$ cat config.mk
export PLATFORM = sky130hd
export DESIGN_NAME = adpcm_4bit_decoder_mixer_top
export DESIGN_NICKNAME = d
export VERILOG_FILES = /design/src/hw/rtl/adm_pkg.sv /design/src/hw/rtl/adm_dec.sv /design/src/hw/rtl/adm_mix.sv /design/src/hw/rtl/adpcm_4bit_decoder_mixer_top.sv
export VERILOG_INCLUDE_DIRS = /design/src /design/src/hw/rtl
export SDC_FILE = /design/constraint.sdc
export NUM_CORES = 1
export LEC_CHECK = 0
export ABC_AREA = 1
export BUFFER_PORTS_ARGS = -buffer_cell sky130_fd_sc_hd__buf_2
export CAP_MARGIN = 20
export CORE_UTILIZATION = 50
export CTS_CLUSTER_DIAMETER = 100
export DETAILED_ROUTE_END_ITERATION = 10
export GPL_ROUTABILITY_DRIVEN = 1
export PLACE_DENSITY = 0.78
export SLEW_MARGIN = 20
export SYNTH_ARGS = -nofsm -noshare
export SYNTH_HDL_FRONTEND = slang
export SYNTH_HIERARCHICAL = 1
export SYNTH_SLANG_ARGS = --single-unit
$ cat constraint.sdc
create_clock -name clk -period 6.6 [get_ports clk]
set_clock_uncertainty 0.15 [all_clocks]
set_input_delay 0.33 -clock clk [delete_from_list [all_inputs] [get_ports clk]]
set_output_delay 0.33 -clock clk [all_outputs]
set_load 0.02 [all_outputs]
$ cat src/hw/rtl/adpcm_4bit_decoder_mixer_top_defines.svh
// Assertion macros for the 4-bit ADPCM decoder and mixer.
`ifndef ADPCM_4BIT_DECODER_MIXER_TOP_DEFINES_SVH
`define ADPCM_4BIT_DECODER_MIXER_TOP_DEFINES_SVH
`ifndef SYNTHESIS
// Same-cycle implication, sampled on clk, off during reset
`define ADM_ASSERT_IMP(lbl, ante, cons) \
	lbl: assert property (@(posedge clk) disable iff (!arst_n) (ante) |-> (cons)) \
		else $error("adm assertion failed");
// Next-cycle implication, sampled on clk, off during reset
`define ADM_ASSERT_NXT(lbl, ante, cons) \
	lbl: assert property (@(posedge clk) disable iff (!arst_n) (ante) |=> (cons)) \
		else $error("adm assertion failed");
`else
`define ADM_ASSERT_IMP(lbl, ante, cons)
`define ADM_ASSERT_NXT(lbl, ante, cons)
`endif
`endif

$ cat src/hw/rtl/adm_pkg.sv
// Package with payload types, constants and the shift adaptation table.
`timescale 1ns / 1ps
package adm_pkg;

	localparam logic [3:0] SHIFT_MAX   = 4'd12;
	localparam logic [3:0] SHIFT_RESET = 4'd1;
	localparam int         SIGN_BIT    = 3;

	// Configuration register indexes
	localparam logic REG_GAIN       = 1'b0;
	localparam logic REG_MIX_ENABLE = 1'b1;

	typedef struct packed {
		logic [3:0]         code;
		logic signed [31:0] mix_in;
		logic               restart;
		logic               final_in;
	} in_t;

	typedef struct packed {
		logic signed [31:0] sample_out;
		logic               final_out;
	} out_t;

	// Decoded sample on its way to the scaling stage
	typedef struct packed {
		logic [31:0] value;
		logic [31:0] mix_in;
		logic        final_flag;
	} dec_t;

	// Status of the decode stage
	typedef struct packed {
		logic       valid;
		logic [3:0] shift;
	} dec_stat_t;

	// Shift adjustment per magnitude
	function automatic logic signed [2:0] shift_adjust(input logic [2:0] mag);
		logic signed [2:0] adj;
		unique case (mag)
			3'd0: adj = -3'sd1;
			3'd1: adj = 3'sd0;
			3'd2: adj = 3'sd0;
			3'd3: adj = 3'sd1;
			3'd4: adj = 3'sd1;
			3'd5: adj = 3'sd1;
			3'd6: adj = 3'sd2;
			3'd7: adj = 3'sd3;
			default: adj = 3'sd0;
		endcase
		return adj;
	endfunction

endpackage

$ cat src/hw/rtl/adm_dec.sv
// Decode stage: predictor, step shift adaptation and the stage 1 register.
`timescale 1ns / 1ps
module adm_dec (
	input  logic                  clk,
	input  logic                  arst_n,
	input  logic                  take,
	input  logic                  adv,
	input  adm_pkg::in_t          in_data,
	output adm_pkg::dec_t         dec_s1,
	output adm_pkg::dec_stat_t    stat
);

	logic [31:0] prev_q;
	logic [31:0] older_q;
	logic [3:0]  shift_q;
	logic        valid_s1;

	logic [31:0] prev_eff;
	logic [31:0] older_eff;
	logic [3:0]  shift_eff;
	logic [2:0]  mag;
	logic [31:0] step;
	logic [31:0] guess;
	logic [31:0] value;
	logic signed [4:0] ns;
	logic [3:0]  shift_next;

	// Apply restart ahead of this code's decode
	always_comb begin
		if (in_data.restart) begin
			prev_eff  = '0;
			older_eff = '0;
			shift_eff = adm_pkg::SHIFT_RESET;
		end else begin
			prev_eff  = prev_q;
			older_eff = older_q;
			shift_eff = shift_q;
		end
	end

	// Predict by extrapolation and add the signed step
	always_comb begin
		mag   = in_data.code[2:0];
		step  = {29'd0, mag} << shift_eff;
		guess = (prev_eff << 1) - older_eff;
		if (in_data.code[adm_pkg::SIGN_BIT]) begin
			value = guess - step;
		end else begin
			value = guess + step;
		end
	end

	// Adapt the step shift and clamp to 0..SHIFT_MAX
	always_comb begin
		ns = $signed({1'b0, shift_eff}) + 5'(adm_pkg::shift_adjust(mag));
		priority if (ns < 5'sd0) begin
			shift_next = '0;
		end else if (ns > $signed({1'b0, adm_pkg::SHIFT_MAX})) begin
			shift_next = adm_pkg::SHIFT_MAX;
		end else begin
			shift_next = ns[3:0];
		end
	end

	// Advance predictor history on every transfer
	always_ff @(posedge clk or negedge arst_n) begin
		if (!arst_n) begin
			prev_q   <= '0;
			older_q  <= '0;
			shift_q  <= adm_pkg::SHIFT_RESET;
			valid_s1 <= 1'b0;
		end else begin
			if (take) begin
				prev_q   <= value;
				older_q  <= prev_eff;
				shift_q  <= shift_next;
				valid_s1 <= 1'b1;
			end else if (adv) begin
				valid_s1 <= 1'b0;
			end
		end
	end

	// Hold the decoded payload for the scaling stage
	always_ff @(posedge clk) begin
		if (take) begin
			dec_s1.value      <= value;
			dec_s1.mix_in     <= in_data.mix_in;
			dec_s1.final_flag <= in_data.final_in;
		end
	end

	assign stat.valid = valid_s1;
	assign stat.shift = shift_q;

endmodule

$ cat src/hw/rtl/adm_mix.sv
// Scale stage: gain multiply, optional mix and the output register.
`timescale 1ns / 1ps
module adm_mix (
	input  logic           clk,
	input  logic           arst_n,
	input  logic           adv,
	input  logic           valid_s1,
	input  adm_pkg::dec_t  dec_s1,
	input  logic [16:0]    gain,
	input  logic           mix_enable,
	output logic           out_valid,
	output adm_pkg::out_t  out_data
);

	logic [31:0] scaled;
	logic [31:0] result;
	logic        valid_s2;
	adm_pkg::out_t data_s2;

	// Scale by gain and, when mix_enable is set, add mix_in, wrapping at 32 bits
	always_comb begin
		scaled = 32'(dec_s1.value * {15'd0, gain});
		if (mix_enable) begin
			result = dec_s1.mix_in + scaled;
		end else begin
			result = scaled;
		end
	end

	always_ff @(posedge clk or negedge arst_n) begin
		if (!arst_n) begin
			valid_s2 <= 1'b0;
		end else if (adv) begin
			valid_s2 <= valid_s1;
		end
	end

	// Load the output register when it frees up
	always_ff @(posedge clk) begin
		if (adv && valid_s1) begin
			data_s2.sample_out <= $signed(result);
			data_s2.final_out  <= dec_s1.final_flag;
		end
	end

	assign out_valid = valid_s2;
	assign out_data  = data_s2;

endmodule

$ cat src/hw/rtl/adpcm_4bit_decoder_mixer_top.sv
// Top level of the 4-bit ADPCM decoder with gain and mix.
//
//  channel | signals                       | transfer
//  --------+-------------------------------+-----------------------------
//  input   | in_valid, in_ready, in_data   | in_valid & in_ready
//  output  | out_valid, out_ready, out_data| out_valid & out_ready
//  config  | cfg_we, cfg_index, cfg_data   | cfg_we (no wait, no read-back)
//
// One code per cycle sustained while out_ready holds; an input transfer goes
// through the decode stage (predictor loop closes inside it) and its register,
// then the 32x17 gain multiply and mix add into the output register.
// Reset clears the predictor, sets the step shift to 1, gain to 1, mix off.
// A stalled output holds both stages; in_ready follows out_ready combinationally.
`timescale 1ns / 1ps
`include "adpcm_4bit_decoder_mixer_top_defines.svh"
module adpcm_4bit_decoder_mixer_top (
	input  logic           clk,
	input  logic           arst_n,
	input  logic           in_valid,
	output logic           in_ready,
	input  adm_pkg::in_t   in_data,
	output logic           out_valid,
	input  logic           out_ready,
	output adm_pkg::out_t  out_data,
	input  logic           cfg_we,
	input  logic           cfg_index,
	input  logic [16:0]    cfg_data
);

	logic [16:0] gain_q;
	logic        mix_enable_q;
	logic        adv;
	logic        take;
	adm_pkg::dec_t     dec_s1;
	adm_pkg::dec_stat_t stat;

	// Configuration registers
	always_ff @(posedge clk or negedge arst_n) begin
		if (!arst_n) begin
			gain_q       <= 17'd1;
			mix_enable_q <= 1'b0;
		end else if (cfg_we) begin
			unique case (cfg_index)
				adm_pkg::REG_GAIN:       gain_q       <= cfg_data;
				adm_pkg::REG_MIX_ENABLE: mix_enable_q <= cfg_data[0];
				default: ;
			endcase
		end
	end

	// Pipeline advances when the output register is free or drained
	assign adv      = !out_valid || out_ready;
	assign in_ready = !stat.valid || adv;
	assign take     = in_valid && in_ready;

	adm_dec u_dec (
		.clk     (clk),
		.arst_n  (arst_n),
		.take    (take),
		.adv     (adv),
		.in_data (in_data),
		.dec_s1  (dec_s1),
		.stat    (stat)
	);

	adm_mix u_mix (
		.clk        (clk),
		.arst_n     (arst_n),
		.adv        (adv),
		.valid_s1   (stat.valid),
		.dec_s1     (dec_s1),
		.gain       (gain_q),
		.mix_enable (mix_enable_q),
		.out_valid  (out_valid),
		.out_data   (out_data)
	);

	`ADM_ASSERT_NXT(a_take_fills_s1, take, stat.valid)
	`ADM_ASSERT_NXT(a_s1_holds_on_stall, stat.valid && !adv, stat.valid && $stable(dec_s1))
	`ADM_ASSERT_IMP(a_ready_when_s1_empty, !stat.valid, in_ready)
	`ADM_ASSERT_IMP(a_shift_in_range, 1'b1, stat.shift <= adm_pkg::SHIFT_MAX)

endmodule
Word-level counts from Yosys, hierarchy flattened

Memories as Yosys holds them, arrays and structs flattened.
Index checks and enable logic that the tools add are counted.

Shifts and indexed selects: 1
$mul: 1
$add $sub $neg: 5
Reduce and logical (&&, ||, !) cells: 9
Order comparisons: 2
Muxes and demuxes: 9
Bitwise operators: 1

Operators by type and width:

| kind                                                       | count |
|---|---|
| 2-to-1 mux 32 bit                                          | 4 |
| adder 32 bit                                               | 2 |
| subtractor 32 bit                                          | 2 |
| multiplier 32 x 17 -> 32 bit                               | 1 |
| << shifter 3 x 4 -> 32 bit                                 | 1 |
| 2-to-1 mux 4 bit                                           | 3 |
| adder 5 x 3 -> 5 bit                                       | 1 |
| > comparator 5 bit, second input constant                  | 1 |
| less-than comparator 5 x 1 -> 1 bit, second input constant | 1 |
| AND reduction 2 bit                                        | 2 |
| logical AND 1 bit                                          | 2 |
| logical NOT 1 bit                                          | 2 |
| logical OR 1 bit                                           | 2 |
| 2-to-1 mux 1 bit                                           | 2 |
| nonzero test 2 bit                                         | 1 |
| inverter 1 bit                                             | 1 |

Register bits after elaboration: 186
Logic and storage cells: 41
Memories: 1
Output and inout port bits: 35
Memory bits (read-only): 24
Bits of input ports: 61

Memories:

| name            | words | width | read ports | clocked after Yosys merged registers in | write ports | line          | text |
|---|---|---|---|---|---|---|---|
| (no name shown) | 8     | 3     | 1          | 0                                       | 0           | adm_pkg.sv:41 | `unique case (mag)` |

Logic depth before layout (Yosys ltp)

Gate-level depths: netlist of run 1.

Depth in word-level cells: 5
Mapped depth: 41
Mapped depth without buffers: 39

By module

Netlist of run 1, hierarchy kept.

By module, submodules not included:

| module                       | instances | area an instance (sq um) | seq. area each (sq um) | cells each |
|---|---|---|---|---|
| adm_mix                      | 1         | 16035.4                  | 1016.0                 | 2190 |
| adm_dec                      | 1         | 9339.0                   | 3679.8                 | 1178 |
| adpcm_4bit_decoder_mixer_top | 1         | 772.0                    | 451.7                  | 84 |

Worst setup path before layout of run 1

Ideal clock, no wire load.

Path type: reg-to-reg
Start: register gain_q[2]
End: register u_mix.data_s2 (netlist bit u_mix/out_data[32]) (data pin)
Stages on the path, launching flop included: 34
Slack: -0.466 ns
Setup time: 0.249 ns
Buffers on the path: 2
Data required time: 6.201 ns
Arrival: 6.667 ns
Period minus slack after synthesis: 7.066 ns
Cells stage by stage: dfrtp_1 clkbuf_1 buf_1 nand2_1 fa_1 fa_1 fa_1 fa_1 inv_1 fa_1 inv_1 fa_1 inv_1 ha_1 nand2_1 inv_1 a21oi_4 o21ai_2 nand2_1 nand2_1 or2_1 and2_1 ha_1 a21o_1 a31oi_1 nand2_1 a21oi_1 nand2_1 nand2_1 nand2_1 nor2_1 nand3_1 nand2_1 inv_1

Longest elaborated chain between the ends: 3

Ends and longest elaborated chain:

| item                             | line                               | text |
|---|---|---|
| start: declaration               | adpcm_4bit_decoder_mixer_top.sv:30 | `logic [16:0] gain_q;` |
| start signal: assignment         | adpcm_4bit_decoder_mixer_top.sv:44 | `adm_pkg::REG_GAIN: gain_q <= cfg_data;` |
| multiplier 32 x 17 -> 32 bit (*) | adm_mix.sv:22                      | `scaled = 32'(dec_s1.value * {15'd0, gain});` |
| adder 32 bit                     | adm_mix.sv:24                      | `result = dec_s1.mix_in + scaled;` |
| 2-to-1 mux 32 bit (*)            | adm_mix.sv:23                      | `if (mix_enable) begin` |
| net u_mix.result[31]             | adm_mix.sv:16                      | `logic [31:0] result;` |
| end: declaration                 | adm_mix.sv:18                      | `adm_pkg::out_t data_s2;` |

The timed path passes the listed nets; every way through them passes the cells marked *.
A chain may end at the register's enable or synchronous reset.

Worst setup path in the final report of run 1

Start: register gain_q[5]
End: register u_mix.data_s2 (netlist bit u_mix/out_data[23]) (data pin)

The elaborated chain is that of the path after synthesis.

==> results of run 1 <==
[Yosys cell counts (33+ instances only)]
library cell	instances	area, um2
nand2_1	1006	3780
inv_1	745	2800
fa_1	323	6470
nor2_1	172	646
ha_1	168	2100
a21oi_1	127	636
nand3_1	126	631
o21ai_0	120	601
edfxtp_1	98	2940
clkbuf_1	95	357
dfrtp_1	86	2150
xor2_1	79	692
xnor2_1	33	289
[metal layers]
metal	track usage, %	up-vias
met1	34.1	11700
met3	3.71	373
met5	0	-
li1	-	11200
met4	16.0	0
met2	50.5	1094
[logic make-up (layout without fill, tap and decap cells)]
| kind of cell | Yosys count | after routing | share of synthesized area (%) |
|---|---|---|---|
| DFF | 186 | 186 | 19.7 |
| AOI/OAI and AO/OA | 349 | 349 | 7.64 |
| other | 0 | 1 | 0 |
| adders and majority gates | 491 | 491 | 32.8 |
| buffers and inverters | 881 | 1278 | 13.2 |
| muxes | 1 | 1 | 0.0383 |
| and+or+nand+nor | 1430 | 1430 | 22.8 |
| xor gates and xnor gates | 114 | 114 | 3.88 |
[layout make-up]
cell class	instances	area (um2)	area share, %
Clock inverter	13	130	0.402
Sequential cell	186	5150	15.9
Timing Repair Buffer	491	3930	12.1
Multi-Input combinational cell	2385	19000	58.8
Clock buffer	19	433	1.34
Inverter	755	2850	8.81
Antenna cell	1	2.50	0.00773
Tap cell	680	851	2.63
[timing repair]
action	CTS	global route
endpoints found under the hold margin	93	0
setup buffers	22	21
hold buffers	53	0
resized for setup	145	169
pin swaps	31	79
setup endpoints to repair	20	20
[worst min-delay path by stage]
stage / start / end / slack (ns) / depth (start not counted)
final: cfg_we / gain_q[14]$_DFFE_PN0P_ / 0.19 / 3
after global routing: cfg_we / gain_q[2]$_DFFE_PN0P_ / 0.20 / 3
after CTS: cfg_we / gain_q[0]$_DFFE_PN1P_ / 0.15 / 3
after detailed placement: arst_n / u_dec/prev_q[29]$_DFFE_PN0P_ / 0.24 / 1
after global placement: arst_n / gain_q[1]$_DFFE_PN0P_ / 0.24 / 1
after floorplan: arst_n / gain_q[10]$_DFFE_PN0P_ / -0.12 / 0
[metrics by stage]
step | utilization [%] | cells
5_1_grt | 62.9 | 4529
6_report | 62.9 | 4530
3_3_place_gp | 57.4 | 4401
3_5_place_dp | 57.4 | 4401
2_1_floorplan | - | 3452
4_1_cts | 61.1 | 4508
[worst max-delay path, delay by kind of cell (launching register included)]
family / cells / cell delay, ns
adders and majority gates: 8 / 3.15
and+or+nand+nor: 11 / 1.25
buffers and inverters: 10 / 1.17
AOI/OAI and AO/OA: 7 / 0.92
DFF: 1 / 0.40
[registers in the layout, summed over array words and instances (netlist names)]
| register | count |
|---|---|
| u_mix/out_data | 33 |
| u_dec/valid_s1 | 1 |
| gain_q | 17 |
| mix_enable_q | 1 |
| u_dec/prev_q | 32 |
| u_dec/dec_s1 | 65 |
| u_dec/shift_q | 4 |
| u_dec/older_q | 32 |
| u_mix/out_valid | 1 |
[cells in the final DEF, fill, tap and decap left out, types with 68 or more instances in the layout]
cell type	synthesis	final
a21oi_1	127	95
dfrtp_1	86	81
edfxtp_1	98	98
ha_1	168	123
nand2_1	1006	966
nor2_1	172	150
inv_1	745	717
fa_1	323	316
nand3_1	126	113
xor2_1	79	68
o21ai_0	120	95
buf_4	9	299
buf_2	7	96
==> impl_metrics.ini, run 1 <==
[yosys]
yosysUniqueCellTypes = 67
synth.avg_cell_area_um2 = 7.57
synth_area_um2 = 26100
ys_ff_latch = 186
yosysSeqAreaShare_pct = 19.7
synth_edf_count = 98
yosys_warnings = 6
async_reset_ff_share_pct = 47.3
syn-num-nets = 4004
synthFlopType = edfxtp_1
synthCells = 3452

[global_routing]
grt_max_degree = 95
antenna_found_initial = 0
grt_pass1_wl_mm = 121
grt_pass1_vias = 24800
track_usage_pct = 28.8
grt-ovfl-total = 0

[placed_design]
dp_hpwl_mm = 58.8
pre_cts_ws_ns = -0.604
gp_congestion = 0.930
place_area_um2 = 29600
portBuffers = 95

[timing]
finalCritPeriodShare_pct = 111
setup_ws_ns = -0.722
setup_viol = 19
rsz0062_at_grt = true
setup_tns_ns = -9.74
finalHoldViolations = 0
max_freq_mhz = 137
holdWs_ns = 0.185
finalCriticalPeriod_ns = 7.32
slew_headroom_pct = 32.6
worstMarginPinSlew_ns = 1.01
drv_slew = 0

[die]
rows = 83
start_util_pct = 50.8
coreArea_um2 = 51500
die_area_um2 = 53200
die_h_um = 231
die_w_um = 231
ios = 96

[setup_path]
crit_end = u_mix/out_data[23]$_DFFE_PP_
path_class = flip-flop to flip-flop
crit_slowest_cell = fa_1
cp.arrival_ns = 7.44
slowest_delay_ns = 0.57
reg2reg_slack_ns = -0.72
regToRegStartpoint = gain_q[5]$_DFFE_PN0P_
cp-end-kind = flip-flop
reg2reg_depth = 36
start_kind = flip-flop
crit_path_max_fanout = 13
crit_start = gain_q[5]$_DFFE_PN0P_
r2r_end = u_mix/out_data[23]$_DFFE_PP_
required_ns = 6.71

[cts]
cts.path.max_buffers = 2
cts_htree_levels = 4
cts_tree = done
numClockSinks = 186
insertion_delay_ns = 0.51
cts_root_buffer = clkbuf_16
clk_pin_slew_ns = 0.09
numCtsBuffers = 17

[run]
maxCapViolCount = 0

[route]
viasPerCell = 5.40
wl_met2_mm = 38.8
wl_per_cell_um = 17.4
drt-pass1-iter-count = 6
route.vias.total = 24400
drt_wl_total_mm = 78.8
drc = 0
drt-met1-wl_mm = 29.9
first_iter_violations = 2142
maxUsedRoutingLayer = met4
detail-route-antenna-nets = 0
dr_wl_met3_mm = 5.00

[run_status]
violations = negative setup slack
status = finished, violations left

[cells_and_area]
nets = 4388
synthToLayoutAreaGrowth_pct = 23.8
design_area_um2 = 32400
nFillCells = 4192
drive_gt1_share_pct = 20.2

[min_path]
min_path_type = input port to flip-flop
Power of run 1 is left out: the tool's default activity adds up to more than one toggle a clock period on the data nets, which glitch-free logic cannot reach.
==> inputs of run 2 (changes only) <==
--- a/config.mk
+++ b/config.mk
@@ -13,9 +13,10 @@
 export CTS_CLUSTER_DIAMETER = 100
 export DETAILED_ROUTE_END_ITERATION = 10
 export GPL_ROUTABILITY_DRIVEN = 1
-export PLACE_DENSITY = 0.78
+export PLACE_DENSITY = 0.76
 export SLEW_MARGIN = 20
 export SYNTH_ARGS = -nofsm -noshare
 export SYNTH_HDL_FRONTEND = slang
 export SYNTH_HIERARCHICAL = 1
 export SYNTH_SLANG_ARGS = --single-unit
+export TNS_END_PERCENT = 50
==> constraint.sdc (replaced) <==
create_clock -name clk -period 7.95 [get_ports clk]
set_clock_uncertainty 0.15 [all_clocks]
set_input_delay 0.3975 -clock clk [delete_from_list [all_inputs] [get_ports clk]]
set_output_delay 0.3975 -clock clk [all_outputs]
set_load 0.02 [all_outputs]
==> impl_metrics.ini, run 2 (same netlist as run 1, synthesis figures left out) <==
[run_status]
status = complete, no violations

[cts]
cts_htree_levels = 4
cts_tree = done
clk_pin_slew_ns = 0.08
numClockSinks = 186
cts_root_buffer = clkbuf_16
insertion_delay_ns = 0.50
cts.path.max_buffers = 2
numCtsBuffers = 17

[die]
coreArea_um2 = 51500
rows = 83
ios = 96
die_area_um2 = 53200
die_w_um = 231
start_util_pct = 50.8
die_h_um = 231

[route]
first_iter_violations = 1811
drt-pass1-iter-count = 6
wl_per_cell_um = 15.7
viasPerCell = 5.24
drt_wl_total_mm = 66.9
drc = 0
detail-route-antenna-nets = 0
route.vias.total = 22300

[setup_path]
path_class = flip-flop to flip-flop
slowest_delay_ns = 0.54
crit_slowest_cell = fa_1
cp.arrival_ns = 7.56
start_kind = flip-flop
required_ns = 8.00
critical_path_buf_inv_count = 7
cp-end-kind = flip-flop
crit_path_max_fanout = 28
crit_family = adder cells

[global_routing]
grt_pass1_wl_mm = 111
grt-ovfl-total = 0
grt_max_degree = 86
antenna_found_initial = 0
grt_pass1_vias = 22600
track_usage_pct = 26.4

[cells_and_area]
regMostFlops = u_dec/dec_s1
multiInputGateArea_um2 = 17600
synthToLayoutAreaGrowth_pct = 9.72
largest_register_ffs = 65
nFillCells = 4789
drive_gt1_share_pct = 8.17
diodes = 0
design_area_um2 = 28700
final_cell_mix = 1006 x nand2_1, 744 x inv_1, 323 x fa_1
nets = 4113
regArea_um2 = 5160
layout_commonest_cell = nand2_1
final_util_pct = 55.7

[timing]
finalHoldViolations = 0
finalCritPeriodShare_pct = 94.4
setup_ws_ns = 0.447
setup_viol = 0
setup_tns_ns = 0
worstMarginPinSlew_ns = 0.944
drv_slew = 0
finalCriticalPeriod_ns = 7.50
slew_headroom_pct = 37.1
max_freq_mhz = 133

[placed_design]
dp_hpwl_mm = 54.1
portBuffers = 95
pre_cts_ws_ns = 0.175
place_area_um2 = 27300
gp_congestion = 0.968

[min_path]
min_path_type = input port to flip-flop

[run]
maxCapViolCount = 0
-- run 2: cell count changes in the layout (fill, tap and decap cells not counted), moves of 27 or more --
cell | before | now
ha_1 | 123 | 168
nand2_2 | 49 | 16
buf_4 | 299 | 65
a21oi_1 | 95 | 127
nand2_1 | 966 | 1006
ha_4 | 39 | 0
inv_1 | 717 | 744
-- run 2: final cells by class --
| cell class | count | area share [%] |
|---|---|---|
| clock buffers | 17 | 1.48 |
| clock inverters | 15 | 0.471 |
| flip-flops and latches | 186 | 18.0 |
| inverters | 755 | 9.93 |
| well taps | 680 | 2.97 |
| multi-input cells | 2385 | 61.3 |
| repair buffers | 216 | 5.89 |
-- run 2: timing repair --
action / CTS / global route
setup endpoints to repair: 0 / 6
hold endpoints to repair: 63 / 0
resized for setup: 0 / 14
hold buffers: 41 / 0
buffers inserted: 0 / 28
-- run 2: worst paths after layout --
path / from / end / slack [ns] / cells after the start
setup / recovery: gain_q[6]$_DFFE_PN0P_ / u_mix/out_data[29]$_DFFE_PP_ / 0.45 / 30
hold / removal: cfg_data[7] / gain_q[7]$_DFFE_PN0P_ / 0.03 / 3
setup reg to reg: gain_q[6]$_DFFE_PN0P_ / u_mix/out_data[29]$_DFFE_PP_ / 0.45 / 30
hold reg to reg: u_dec/dec_s1[0]$_DFFE_PP_ / u_mix/out_data[0]$_DFFE_PP_ / 0.30 / 0
max in group asynchronous: arst_n / gain_q[5]$_DFFE_PN0P_ / 6.15 / 3
min in group asynchronous: arst_n / u_dec/prev_q[22]$_DFFE_PN0P_ / 0.19 / 2
-- run 2: per-stage QoR --
| stage | std cells | hold slack, ns |
|---|---|---|
| 6_report | 4254 | 0.0256 |
| 5_1_grt | 4254 | 0.0109 |
| 4_1_cts | 4226 | 0.000545 |
| 3_5_place_dp | 4153 | 0.173 |
| 3_3_place_gp | 4153 | 0.172 |
| 2_1_floorplan | 3452 | -0.0481 |
-- run 2: routing by layer --
layer  global-route usage (%)  vias up  wire length [um]
met5                        0        -                 0
met4                     13.0        0              3120
met3                     3.59      187              3510
met2                     46.2      703             33600
met1                     31.8    10700             26600
li1                         -    10700                 -
-- run 2: worst min-delay path, cell delays in order --
cell and delay [ns]:
buf_2 0.11, nand3_1 0.08, nand2_1 0.06
Power of run 2 is left out for the same reason.
==> inputs of run 3 (changes only) <==
--- a/config.mk
+++ b/config.mk
@@ -17,6 +17,5 @@
 export SLEW_MARGIN = 20
 export SYNTH_ARGS = -nofsm -noshare
 export SYNTH_HDL_FRONTEND = slang
-export SYNTH_HIERARCHICAL = 1
 export SYNTH_SLANG_ARGS = --single-unit
 export TNS_END_PERCENT = 50
==> impl_metrics.ini, run 3 <==
[timing]
finalCriticalPeriod_ns = 7.65
setup_viol = 0
rsz0062_at_grt = true
max_freq_mhz = 131
slew_headroom_pct = 35.4
finalHoldViolations = 0
drv_slew = 0
setup_ws_ns = 0.298
finalCritPeriodShare_pct = 96.3
worstMarginPinSlew_ns = 0.967
holdWs_ns = 0.0293
setup_tns_ns = 0

[route]
viasPerCell = 5.14
first_iter_violations = 1406
detail-route-antenna-nets = 0
wl_per_cell_um = 15.5
drt_wl_total_mm = 65.9
route.vias.total = 21900
drc = 0
drt-pass1-iter-count = 6

[yosys]
synthCells = 3425
synthTopCellsByCount = 983 x nand2_1, 787 x inv_1, 323 x fa_1
async_reset_ff_share_pct = 47.3
synthFlopType = edfxtp_1
synth.top_cell.area_share_pct = 24.9
synthTopCellsByArea = fa_1 25%, nand2_1 14%, inv_1 11%, edfxtp_1 11%, dfrtp_1 8.3%
synth_edf_count = 98
yosys.area.top_type = fa_1
synth_area_um2 = 26000
yosysSeqAreaShare_pct = 19.8
yosysMostFrequentCell = nand2_1
yosys_warnings = 0
syn-num-nets = 3979
ys_ff_latch = 186
synth.avg_cell_area_um2 = 7.59
yosysUniqueCellTypes = 60

[cells_and_area]
multiInputGateArea_um2 = 17500
nets = 4116
final_cells = 4255
synthToLayoutAreaGrowth_pct = 10.7
nFillCells = 4723
layout_commonest_cell = nand2_1
drive_gt1_share_pct = 8.92
regArea_um2 = 5160
regMostFlops = u_dec.dec_s1
final_cell_mix = 982 x nand2_1, 786 x inv_1, 323 x fa_1
largest_register_ffs = 65
diodes = 0

[placed_design]
dp_hpwl_mm = 53.7
dp.cells = 4148
pre_cts_ws_ns = 0.0852
gp_congestion = 0.967
portBuffers = 95

[setup_path]
required_ns = 8.06
cp-end-kind = flip-flop
crit_slowest_cell = fa_1
crit_path_max_fanout = 6
reg2reg_slack_ns = 0.30
path_class = flip-flop to flip-flop
start_kind = flip-flop
slowest_delay_ns = 0.54
cp.arrival_ns = 7.76

[global_routing]
grt_pass1_wl_mm = 110
grt-ovfl-total = 0
antenna_found_initial = 0
track_usage_pct = 26.1
grt_max_degree = 69
grt_pass1_vias = 22400

[cts]
insertion_delay_ns = 0.50
cts_root_buffer = clkbuf_16
numClockSinks = 186
cts_tree = done
clk_pin_slew_ns = 0.09
cts.path.max_buffers = 2
cts_htree_levels = 4
numCtsBuffers = 17

[die]
die_w_um = 230
start_util_pct = 50.7
ios = 96
die_h_um = 230
rows = 83
die_area_um2 = 52900
coreArea_um2 = 51300

[run_status]
status = complete, no violations

[min_path]
min_path_type = input port to flip-flop

[run]
maxCapViolCount = 0
run 3: worst paths after layout:
check | from | to | cells after the start
max in group asynchronous | arst_n | gain_q[5]$_DFFE_PN0P_ | 3
max | gain_q[11]$_DFFE_PN0P_ | u_mix.out_data[27]$_DFFE_PP_ | 31
min | cfg_data[3] | gain_q[3]$_DFFE_PN0P_ | 2
min reg2reg | u_dec.dec_s1[0]$_DFFE_PP_ | u_mix.out_data[0]$_DFFE_PP_ | 0
min in group asynchronous | arst_n | u_dec.older_q[29]$_DFFE_PN0P_ | 2
max reg2reg | gain_q[11]$_DFFE_PN0P_ | u_mix.out_data[27]$_DFFE_PP_ | 31
run 3: stage by stage:
| stage | area (um2) | util, % |
|---|---|---|
| floorplan | 26000 | - |
| global placement | 27400 | 53.4 |
| detailed placement | 27400 | 53.4 |
| CTS | 28500 | 55.6 |
| global route | 28800 | 56.1 |
| finish | 28800 | 56.1 |
run 3: routing by layer:
layer / track usage [%] / routed length (um) / vias up
met3: 2.73 / 2580 / 163
met4: 11.2 / 2590 / 0
met2: 47.6 / 34100 / 585
met5: 0 / 0 / -
li1: - / - / 10600
met1: 31.1 / 26600 / 10500
run 3: final cells by class:
| class | count | share of cell area (%) |
|---|---|---|
| clock buffers | 18 | 1.49 |
| clock inverters | 14 | 0.582 |
| inverters | 792 | 10.4 |
| multi-input cells | 2329 | 60.7 |
| flip-flops and latches | 186 | 17.9 |
| well taps | 680 | 2.96 |
| repair buffers | 236 | 5.98 |
run 3: timing repair:
action,CTS,global route
endpoints found under the setup margin,0,11
gates resized for setup,0,24
hold buffers,49,0
hold endpoints to repair,72,0
buffers inserted,0,26
run 3: kinds of logic (layout without fill, tap and decap cells):
kind of cell	count (synthesis)	count (layout)	share of synthesized area, %
AO/OA/AOI/OAI	337	337	7.29
multiplexers	17	17	0.732
adder cells (fa/ha/maj)	493	493	33.1
AND/OR/NAND/NOR	1366	1366	22.0
buffers and inverters	910	1060	13.3
XOR/XNOR	116	116	3.91
flip-flops	186	186	19.8
run 3: critical path: cells and delay by family (launching register included):
kind	cells	cell delay (ns)
and+or+nand+nor	8	1.08
adders and majority gates	8	3.69
buffers and inverters	7	0.55
DFF	1	0.47
AOI/OAI and AO/OA	7	1.23
xor gates and xnor gates	1	0.24
Power of run 3 is left out for the same reason.
